--- src/rtl/gray_scott_reaction_diffusion_stencil_assert.svh ---
// assertion macros for the gray-scott stencil
`ifndef GRAY_SCOTT_REACTION_DIFFUSION_STENCIL_ASSERT_SVH
`define GRAY_SCOTT_REACTION_DIFFUSION_STENCIL_ASSERT_SVH
`ifndef SYNTHESIS
`define GS_ASSERT_NOW(label, ante, cons) \
   label: assert property (@(posedge clock) disable iff (reset) (ante) |-> (cons)) \
      else $error("gray-scott stencil check failed");
`define GS_ASSERT_NEXT(label, ante, cons) \
   label: assert property (@(posedge clock) disable iff (reset) (ante) |=> (cons)) \
      else $error("gray-scott stencil check failed");
`else
`define GS_ASSERT_NOW(label, ante, cons)
`define GS_ASSERT_NEXT(label, ante, cons)
`endif
`endif

--- src/rtl/gsrd_pkg.sv ---
// shared constants and types of the gray-scott stencil
package gsrd_pkg;
   localparam int MAX_WIDTH_DEF  = 1024;
   localparam int MAX_HEIGHT_DEF = 1024;
   localparam int VALUE_BITS_DEF = 16;

   localparam int COEF_BITS     = 16;
   localparam int SIZE_CFG_BITS = 11;
   localparam int CSR_IDX_BITS  = 3;
   localparam int MIN_SIZE      = 3;
   localparam int COEF_SHIFT    = 16;
   localparam int STEP_SHIFT    = 15;

   localparam logic [COEF_BITS-1:0]     T_MAX         = 16'd32768;
   localparam logic [COEF_BITS-1:0]     FEED_RESET    = 16'd1507;
   localparam logic [COEF_BITS-1:0]     KILL_RESET    = 16'd5046;
   localparam logic [COEF_BITS-1:0]     DIFF_U_RESET  = 16'd10486;
   localparam logic [COEF_BITS-1:0]     DIFF_V_RESET  = 16'd5243;
   localparam logic [COEF_BITS-1:0]     STEP_RESET    = 16'd32768;
   localparam logic [SIZE_CFG_BITS-1:0] WIDTH_RESET   = 11'd256;
   localparam logic [SIZE_CFG_BITS-1:0] HEIGHT_RESET  = 11'd256;

   localparam logic [CSR_IDX_BITS-1:0] CSR_FEED   = 3'd0;
   localparam logic [CSR_IDX_BITS-1:0] CSR_KILL   = 3'd1;
   localparam logic [CSR_IDX_BITS-1:0] CSR_DIFF_U = 3'd2;
   localparam logic [CSR_IDX_BITS-1:0] CSR_DIFF_V = 3'd3;
   localparam logic [CSR_IDX_BITS-1:0] CSR_STEP   = 3'd4;
   localparam logic [CSR_IDX_BITS-1:0] CSR_WIDTH  = 3'd5;
   localparam logic [CSR_IDX_BITS-1:0] CSR_HEIGHT = 3'd6;

   typedef enum logic [1:0] {
      SHIFT_COEF,
      SHIFT_FRAC,
      SHIFT_STEP
   } shift_type;
endpackage

--- src/rtl/gsrd_mul.sv ---
// shared sign-magnitude multiplier with selectable truncating shift
module gsrd_mul import gsrd_pkg::*; #(
   parameter int A_BITS    = 20,
   parameter int B_BITS    = 16,
   parameter int RES_BITS  = 22,
   parameter int FRAC_BITS = 15
) (
   input  logic                       clock,
   input  logic [A_BITS-1:0]          a_mag,
   input  logic [B_BITS-1:0]          b_op,
   input  shift_type                  shift_sel,
   input  logic                       negate,
   output logic signed [RES_BITS-1:0] res_ff
);
   localparam int P_BITS = A_BITS + B_BITS;

   logic [P_BITS-1:0]          prod;
   logic [P_BITS-1:0]          shifted;
   logic [RES_BITS-1:0]        mag_trunc;
   logic signed [RES_BITS-1:0] res_in;

   always_comb begin
      prod = P_BITS'(a_mag) * P_BITS'(b_op);
      case (shift_sel)
         SHIFT_COEF: shifted = prod >> COEF_SHIFT;
         SHIFT_FRAC: shifted = prod >> FRAC_BITS;
         SHIFT_STEP: shifted = prod >> STEP_SHIFT;
         default:    shifted = prod;
      endcase
      // truncation toward zero: shift the magnitude, then apply the sign
      mag_trunc = shifted[RES_BITS-1:0];
      res_in    = negate ? -$signed(mag_trunc) : $signed(mag_trunc);
   end

   always_ff @(posedge clock) begin
      res_ff <= res_in;
   end
endmodule

--- config.mk ---
export PLATFORM = sky130hd
export DESIGN_NAME = gsrd_mul
export DESIGN_NICKNAME = d
export VERILOG_FILES = /design/src/rtl/gray_scott_reaction_diffusion_stencil_assert.svh /design/src/rtl/gsrd_pkg.sv /design/src/rtl/gsrd_mul.sv
export SDC_FILE = /design/constraint.sdc
export NUM_CORES = 1
export LEC_CHECK = 0
export BUFFER_PORTS_ARGS = -buffer_cell sky130_fd_sc_hd__buf_2
export CORE_MARGIN = 2
export CORE_UTILIZATION = 45
export DETAILED_ROUTE_END_ITERATION = 6
export PLACE_DENSITY = 0.75
export SYNTH_ARGS = -nofsm -noshare
export SYNTH_HDL_FRONTEND = slang
export SYNTH_SLANG_ARGS = --single-unit
--- constraint.sdc ---
create_clock -name clock -period 7.6 [get_ports clock]
set_input_delay 0.76 -clock clock [delete_from_list [all_inputs] [get_ports clock]]
set_output_delay 0.76 -clock clock [all_outputs]
set_load 0.03 [all_outputs]
==> flow_summary_export.csv, run 1 <==
group,metric,value,unit
floorplanning,die_height,167.2,um
floorplanning,pin_count,62,
status,violations,"DRC",
final_layout,multi_input_area,10400,um2
critical_path,cp-end-kind,"flip-flop",
floorplanning,die_area,27960,um2
final_layout,n_antenna_cell,0,
sta,slew_headroom,25.08,%
placement,port_buffers,61,
route,avgViaCountPerCell,5.392,
synthesis,synthTopCellsByArea,"fa_1 (42%), ha_1 (12%), inv_1 (8.4%), nand2_1 (7.5%), and2_1 (6.9%)",
route,drt_iter0_drc,674,
critical_path,critPathRequiredTime,7.77,ns
global_route,grt_usage,22.68,%
final_layout,fillCellCount,2443,
global_route,antenna_found_initial,0,
final_layout,drive_gt1_share,11.50,%
cts,cts_root_buffer,"clkbuf_16",
route,ant_nets,0,
route,firstDrtPassIters,7,
flow_run,cap_violations,0,
synthesis,syn_nets,1802,
global_route,gr-total-overflow,0,
status,outcome,"finished, violations left",
sta,setup_viol,0,
floorplanning,core-area,26130,um2
synthesis,syn-instance-count,1401,
floorplanning,std_cell_rows,59,
global_route,grt_start_max_net_pins,30,
placement,dp_hpwl,25330,um
sta,final_period_minus_worst_setup_slack,7.339,ns
global_route,grt_pass1_vias,10330,
min_path,min_to,"res_ff[21]",
route,wirelength,30450,um
placement,dp_cells,1776,
final_layout,largest_reg_flops,22,
synthesis,syn_area,11990,um2
synthesis,yosysWarningCount,0,
sta,fin_crit_sh,96.56,%
synthesis,yosysMostFrequentCell,"inv_1",
final_layout,final_cells,1787,
synthesis,synthTopCellsByCount,"inv_1 (268), fa_1 (250), nand2_1 (238)",
cts,postCtsHoldBufs,0,
final_layout,top_register,"res_ff",
synthesis,synth_edf_count,0,
critical_path,cp-startpoint,"a_mag[5]",
global_route,grt_pass1_wl,52030,um
route,wl_per_cell,17.04,um
floorplanning,die_w,167.2,um
sta,report.final.hold_viol_count,0,
critical_path,path_max_fanout,12,
synthesis,synth-main-ff-cell,"dfxtp_1",
floorplanning,initial_core_util,45.86,%
cts,path_clk_slew,0.06,ns
final_layout,ff_latch_area,440.4,um2
synthesis,syn_area_per_cell,8.555,um2
route,vias,9635,
synthesis,synth.distinct_cells,69,
cts,cts_tree,"yes",
synthesis,ys_ff_latch,22,
final_layout,area_delta_synth_final,9.469,%
route,remaining_drc_errors,6,
final_layout,nets,1854,
synthesis,yosys.area.top_type,"fa_1",
min_path,holdPathStages,3,
synthesis,synth_top_area_share,41.76,%
cts,clockBufferDepth,2,
min_path,hp-start,"negate",
synthesis,yosysSeqAreaShare,3.675,%
cts,htree_levels,1,
sta,worstMarginPinSlew,1.121,ns
cts,cts.sinks,22,
synthesis,async_flop_share,0,%
critical_path,crit_path_start_kind,"input port",
sta,max_freq,136.3,MHz
cts,numCtsBuffers,3,
critical_path,critical_path_class,"in -> reg",
sta,slew_violations,0,
min_path,hold_class,"in -> reg",
final_layout,postLayoutCoreUtil,50.21,%
final_layout,reg_top3,"res_ff: 22 flops",
critical_path,critical_path_arrival,7.51,ns
placement,place.gp.congestion,0.9255,
through the flow:
stage | instance area (um2) | hold WS (ns) | setup WS (ns) | TNS, ns
finish | 13120 | 0.9712 | 0.2611 | 0
global route | 13120 | 0.9912 | -0.006736 | -0.006736
CTS | 12890 | 0.9448 | 0.08038 | 0
detailed placement | 12800 | 1.193 | -0.1599 | -0.4975
global placement | 12800 | 1.185 | -0.06247 | -0.1169
floorplan | 11990 | 0.9286 | 0.4118 | 0
worst max-delay path by stage:
stage,to,slack (ns)
after floorplan,res_ff[21],0.41
after global placement,res_ff[18],-0.06
after detailed placement,res_ff[20],-0.16
after CTS,res_ff[20],0.08
after global routing,res_ff[15],-0.007
final,res_ff[20],0.26
per-layer routing:
metal / vias to the layer above / share of wire (%) / track usage (%)
met5: - / 0 / 0
met1: 4794 / 44 / 32.48
met4: 0 / 1.9 / 4.348
met3: 54 / 6.5 / 2.482
li1: 4409 / - / -
met2: 378 / 47 / 37.63
layout make-up:
class | count | area share, %
flip-flops and latches | 22 | 3.357
clock buffers | 4 | 0.6771
inverters | 268 | 7.667
multi-input cells | 1039 | 79.29
repair buffers | 119 | 5.817
well taps | 335 | 3.195
placed cells by master (no fill, tap or decap), drive strengths merged, types with 22 or more instances in the layout:
cell type  instances
fa               250
inv              268
and2             134
xnor2             30
nand2            238
ha               111
buf              110
xor2              22
o21ai             44
a21oi             47
dfxtp             22
nor2              27
critical path: stages:
cell,delay (ns)
buf_2,0.27
buf_4,0.20
nand2_1,0.07
fa_1,0.50
fa_1,0.58
fa_1,0.44
fa_1,0.60
fa_1,0.49
fa_1,0.51
inv_1,0.04
ha_1,0.41
nand2_1,0.14
o21a_1,0.21
a211o_1,0.31
a211oi_1,0.30
nor3_2,0.10
xnor2_1,0.21
a22o_1,0.26
a21oi_1,0.30
nand4_4,0.21
o41ai_4,0.39
xnor2_1,0.17
cells by family (layout without fill, tap and decap cells):
logic type               after synthesis  after routing  synth area share (%)
AND/OR/NAND/NOR                      451            451                 18.20
adder cells (fa/ha/maj)              361            361                 53.35
buffers and inverters                340            391                 10.87
AO/OA/AOI/OAI                        174            174                 10.03
XOR/XNOR                              52             52                 3.800
flip-flops                            22             22                 3.675
multiplexers                           1              1               0.08352
repair_timing:
action	in CTS	in global routing
endpoints found under the setup margin	1	11
hold endpoints to repair	0	0
pin swaps	0	8
setup buffers	0	7
gates resized for setup	1	41
Power of run 1 is left out: the tool's default activity adds up to more than one toggle a clock period on the data nets, which glitch-free logic cannot reach.
==> inputs of run 2 (changes only) <==
- MAX_ROUTING_LAYER: not set -> met4
- PLACE_DENSITY: 0.75 -> 0.73
- clock period: 7.6 -> 7.9 ns (I/O delays scaled with it)
==> flow_summary_export.csv, run 2 (same netlist as run 1, synthesis figures left out) <==
group,metric,value,unit
status,outcome,"finished, violations left",
status,violations,"DRC",
floorplanning,pin_count,62,
sta,slew_violations,0,
floorplanning,die_area,27960,um2
final_layout,n_antenna_cell,0,
route,vias,9533,
critical_path,path_cells,"buf_2, nand2_1, fa_1, fa_1, inv_1, fa_1, fa_1, fa_1, inv_1, fa_1, inv_1, ha_1, nand4_1, a211oi_4, nor3_1, xnor2_1, a21o_1, inv_1, ha_1, o211ai_1, or3_1, nand4bb_2, o31ai_2, xnor2_1",
cts,cts_root_buffer,"clkbuf_16",
placement,place.gp.congestion,0.9325,
sta,slew_headroom,32.99,%
cts,cts_tree,"yes",
route,wl_per_cell,17.70,um
sta,max_freq,130.6,MHz
critical_path,cpPeakStageDelay,0.55,ns
cts,htree_levels,1,
final_layout,final_common_cell,"inv_1",
final_layout,final_cell_mix,"inv_1 (268), fa_1 (250), nand2_1 (238)",
critical_path,cp-end-kind,"flip-flop",
route,avgViaCountPerCell,5.429,
final_layout,design_area,12750,um2
critical_path,cp_top_family,"adder cells",
floorplanning,die_w,167.2,um
critical_path,critPathRequiredTime,8.06,ns
final_layout,multi_input_area,10270,um2
cts,clockBufferDepth,2,
global_route,grt_usage,24.18,%
cts,numCtsBuffers,3,
cts,postCtsHoldBufs,0,
route,wirelength,31080,um
sta,fin_crit_sh,96.95,%
global_route,antenna_found_initial,0,
critical_path,cp_slowest_cell,"fa_1",
critical_path,critical_path_class,"in -> reg",
route,ant_nets,0,
cts,cts.sinks,22,
final_layout,reg_top3,"res_ff: 22 flops",
critical_path,critical_path_arrival,7.82,ns
sta,setup_viol,0,
floorplanning,std_cell_rows,59,
sta,report.final.hold_viol_count,0,
cts,path_clk_slew,0.05,ns
route,drt_iter0_drc,779,
final_layout,ff_latch_area,440.4,um2
min_path,hold_class,"in -> reg",
final_layout,nets,1824,
final_layout,largest_reg_flops,22,
final_layout,top_register,"res_ff",
floorplanning,die_height,167.2,um
global_route,gr-total-overflow,0,
sta,tns,0,ns
critical_path,critPathMostFrequentCell,"fa_1",
sta,final_period_minus_worst_setup_slack,7.659,ns
global_route,grt_pass1_wl,53360,um
flow_run,cap_violations,0,
global_route,grt_start_max_net_pins,30,
floorplanning,core-area,26130,um2
final_layout,fillCellCount,2522,
placement,dp_hpwl,25320,um
final_layout,drive_gt1_share,8.374,%
floorplanning,initial_core_util,45.86,%
route,firstDrtPassIters,7,
global_route,grt_pass1_vias,10330,
route,remaining_drc_errors,5,
critical_path,crit_path_start_kind,"input port",
placement,port_buffers,61,
critical_path,path_buf_inv,5,
critical_path,path_max_fanout,16,
sta,worstMarginPinSlew,1.003,ns
final_layout,area_delta_synth_final,6.410,%
placement,place_area,12630,um2
run 2: changes by cell type in the layout (fill, tap and decap cells not counted), moves of 5 or more:
cell      previous run  this run
buf_4               58        27
a21oi_1             35        40
a21oi_2             11         6
buf_2               52        57
clkbuf_4             9         4
run 2: area by class of cell:
type                    count  share of cell area (%)
repair buffers             89                   4.219
clock buffers               3                  0.5886
flip-flops and latches     22                   3.453
inverters                 268                   7.888
multi-input cells        1039                   80.57
well taps                 335                   3.287
run 2: path summary, 6_finish.rpt:
| kind | from | endpoint | slack [ns] | depth (start not counted) |
|---|---|---|---|---|
| setup / recovery | a_mag[12] | res_ff[18] | 0.24 | 24 |
| hold / removal | negate | res_ff[1] | 0.98 | 2 |
run 2: per-layer routing:
metal | GRT usage (%) | vias up | share of wire [%]
li1 | - | 4355 | -
met1 | 33.53 | 4734 | 44
met2 | 39.15 | 392 | 47
met3 | 2.576 | 52 | 7.0
met4 | 4.310 | 0 | 1.7
met5 | - | - | 0
run 2: per-stage QoR:
| step | cells | setup WS [ns] | hold slack, ns | utilization, % |
|---|---|---|---|---|
| finish | 1756 | 0.2410 | 0.9801 | 48.80 |
| global route | 1756 | -0.03605 | 0.9987 | 48.80 |
| CTS | 1755 | 0.1553 | 0.9799 | 48.61 |
| detailed placement | 1752 | -0.04716 | 1.225 | 48.32 |
| global placement | 1752 | -0.03719 | 1.220 | 48.32 |
| floorplan | 1401 | 0.6818 | 0.9586 | - |
run 2: timing repair:
action                     in CTS  in global routing
resized for setup               0                 12
buffers inserted                0                  1
setup endpoints to repair       0                  6
Power of run 2 is left out for the same reason.
==> inputs of run 3 (changes only) <==
- CORE_ASPECT_RATIO: not set -> 1.1
- CTS_CLUSTER_DIAMETER: not set -> 50
- GPL_TIMING_DRIVEN: not set -> 0
==> flow_summary_export.csv, run 3 (same netlist as run 1, synthesis figures left out) <==
group,metric,value,unit
sta,worstMarginPinSlew,0.7409,ns
global_route,grt_start_max_net_pins,17,
cts,postCtsHoldBufs,0,
critical_path,cp_slowest_cell,"fa_1",
critical_path,crit_path_start_kind,"input port",
floorplanning,core-area,26140,um2
global_route,grt_pass1_wl,56400,um
flow_run,cap_violations,0,
floorplanning,die_w,159.6,um
final_layout,ff_latch_area,440.4,um2
sta,final_period_minus_worst_setup_slack,7.646,ns
final_layout,reg_top3,"res_ff: 22 flops",
final_layout,final_cells,1806,
sta,report.final.hold_viol_count,0,
sta,setup_viol,0,
cts,numCtsBuffers,3,
final_layout,final_common_cell,"inv_1",
critical_path,path_max_fanout,10,
global_route,grt.met1_usage,31.88,%
min_path,hold_class,"in -> reg",
global_route,gr-total-overflow,0,
global_route,use_met2,44.70,%
floorplanning,die_height,175.2,um
critical_path,critPathRequiredTime,8.08,ns
critical_path,path_buf_inv,7,
final_layout,postLayoutCoreUtil,49.79,%
global_route,grtUsageMet3,3.347,%
critical_path,cpPeakStageDelay,0.55,ns
final_layout,n_antenna_cell,0,
global_route,grt_usage,26.35,%
sta,slew_violations,0,
cts,htree_levels,1,
route,remaining_drc_errors,0,
final_layout,drive_gt1_share,9.766,%
route,wl_per_cell,19.06,um
route,avgViaCountPerCell,5.437,
critical_path,critical_path_arrival,7.83,ns
final_layout,top_register,"res_ff",
route,wirelength,34430,um
sta,rsz0062_at_grt,"false",
cts,clockBufferDepth,2,
route,drt_iter0_drc,579,
sta,slew_headroom,50.25,%
cts,cts_root_buffer,"clkbuf_16",
route,ant_nets,0,
cts,cts.sinks,22,
final_layout,nets,1856,
status,outcome,"finished clean",
global_route,antenna_found_initial,0,
floorplanning,initial_core_util,45.85,%
final_layout,multi_input_area,10370,um2
critical_path,critical_path_class,"in -> reg",
placement,port_buffers,46,
final_layout,final_cell_mix,"inv_1 (268), fa_1 (250), nand2_1 (238)",
floorplanning,pin_count,62,
final_layout,fillCellCount,2484,
route,vias,9819,
placement,place.gp.congestion,0.9997,
critical_path,cp-end-kind,"flip-flop",
critical_path,critPathMostFrequentCell,"fa_1",
placement,dp_worst_setup_slack,-0.5024,ns
critical_path,cp_top_family,"adder cells",
sta,fin_ws,0.2540,ns
sta,fin_crit_sh,96.79,%
placement,dp_hpwl,28670,um
sta,max_freq,130.8,MHz
global_route,grt.busiest_layer,"met2",
floorplanning,std_cell_rows,62,
cts,path_clk_slew,0.06,ns
cts,cts_tree,"yes",
final_layout,area_delta_synth_final,8.602,%
floorplanning,die_area,27960,um2
global_route,grt_pass1_vias,10600,
final_layout,largest_reg_flops,22,
placement,dp_cells,1799,
route,firstDrtPassIters,4,
-- run 3: cell types whose count changed in the layout (fill, tap and decap cells not counted), moves of 3 or more --
cell,delta
clkbuf_1,+20
clkbuf_2,+25
buf_4,-18
buf_6,+6
clkbuf_4,+3
a21oi_1,-4
buf_2,-4
a21oi_2,+4
-- run 3: cell type report --
type	instances	area share, %
repair buffers	53	2.211
inverters	268	7.729
plain buffers	68	2.922
clock buffers	4	0.6825
well taps	352	3.384
flip-flops and latches	22	3.384
multi-input cells	1039	79.69
-- run 3: timing repair --
item                       in CTS  in global routing
setup buffers                   0                  7
setup endpoints to repair       8                 10
gates cloned                    0                  0
resized for setup              27                 85
pin swaps                       0                  5
-- run 3: worst paths after layout --
kind     from          to  slack (ns)  cells after the start
min    negate   res_ff[2]        0.84                      3
max   b_op[5]  res_ff[21]        0.25                     26
-- run 3: tightest hold or removal path, delay by kind of cell --
family | cells | cell delay (ns)
buffers and inverters | 1 | 0.11
XOR/XNOR | 1 | 0.06
AND/OR/NAND/NOR | 1 | 0.08
-- run 3: layer usage --
metal / up-vias / part of all wire (%)
met5: - / 0
met4: 0 / 5.4
met3: 110 / 6.6
met2: 380 / 49
met1: 4900 / 39
li1: 4429 / -
-- run 3: per-stage QoR --
stage | TNS [ns] | area, um2 | hold slack (ns)
2_1_floorplan | 0 | 11990 | 0.9586
3_3_place_gp | -3.855 | 12660 | 1.105
3_5_place_dp | -3.716 | 12660 | 1.106
4_1_cts | 0 | 12780 | 0.8404
5_1_grt | 0 | 13020 | 0.8611
6_report | 0 | 13020 | 0.8364
Power of run 3 is left out for the same reason.
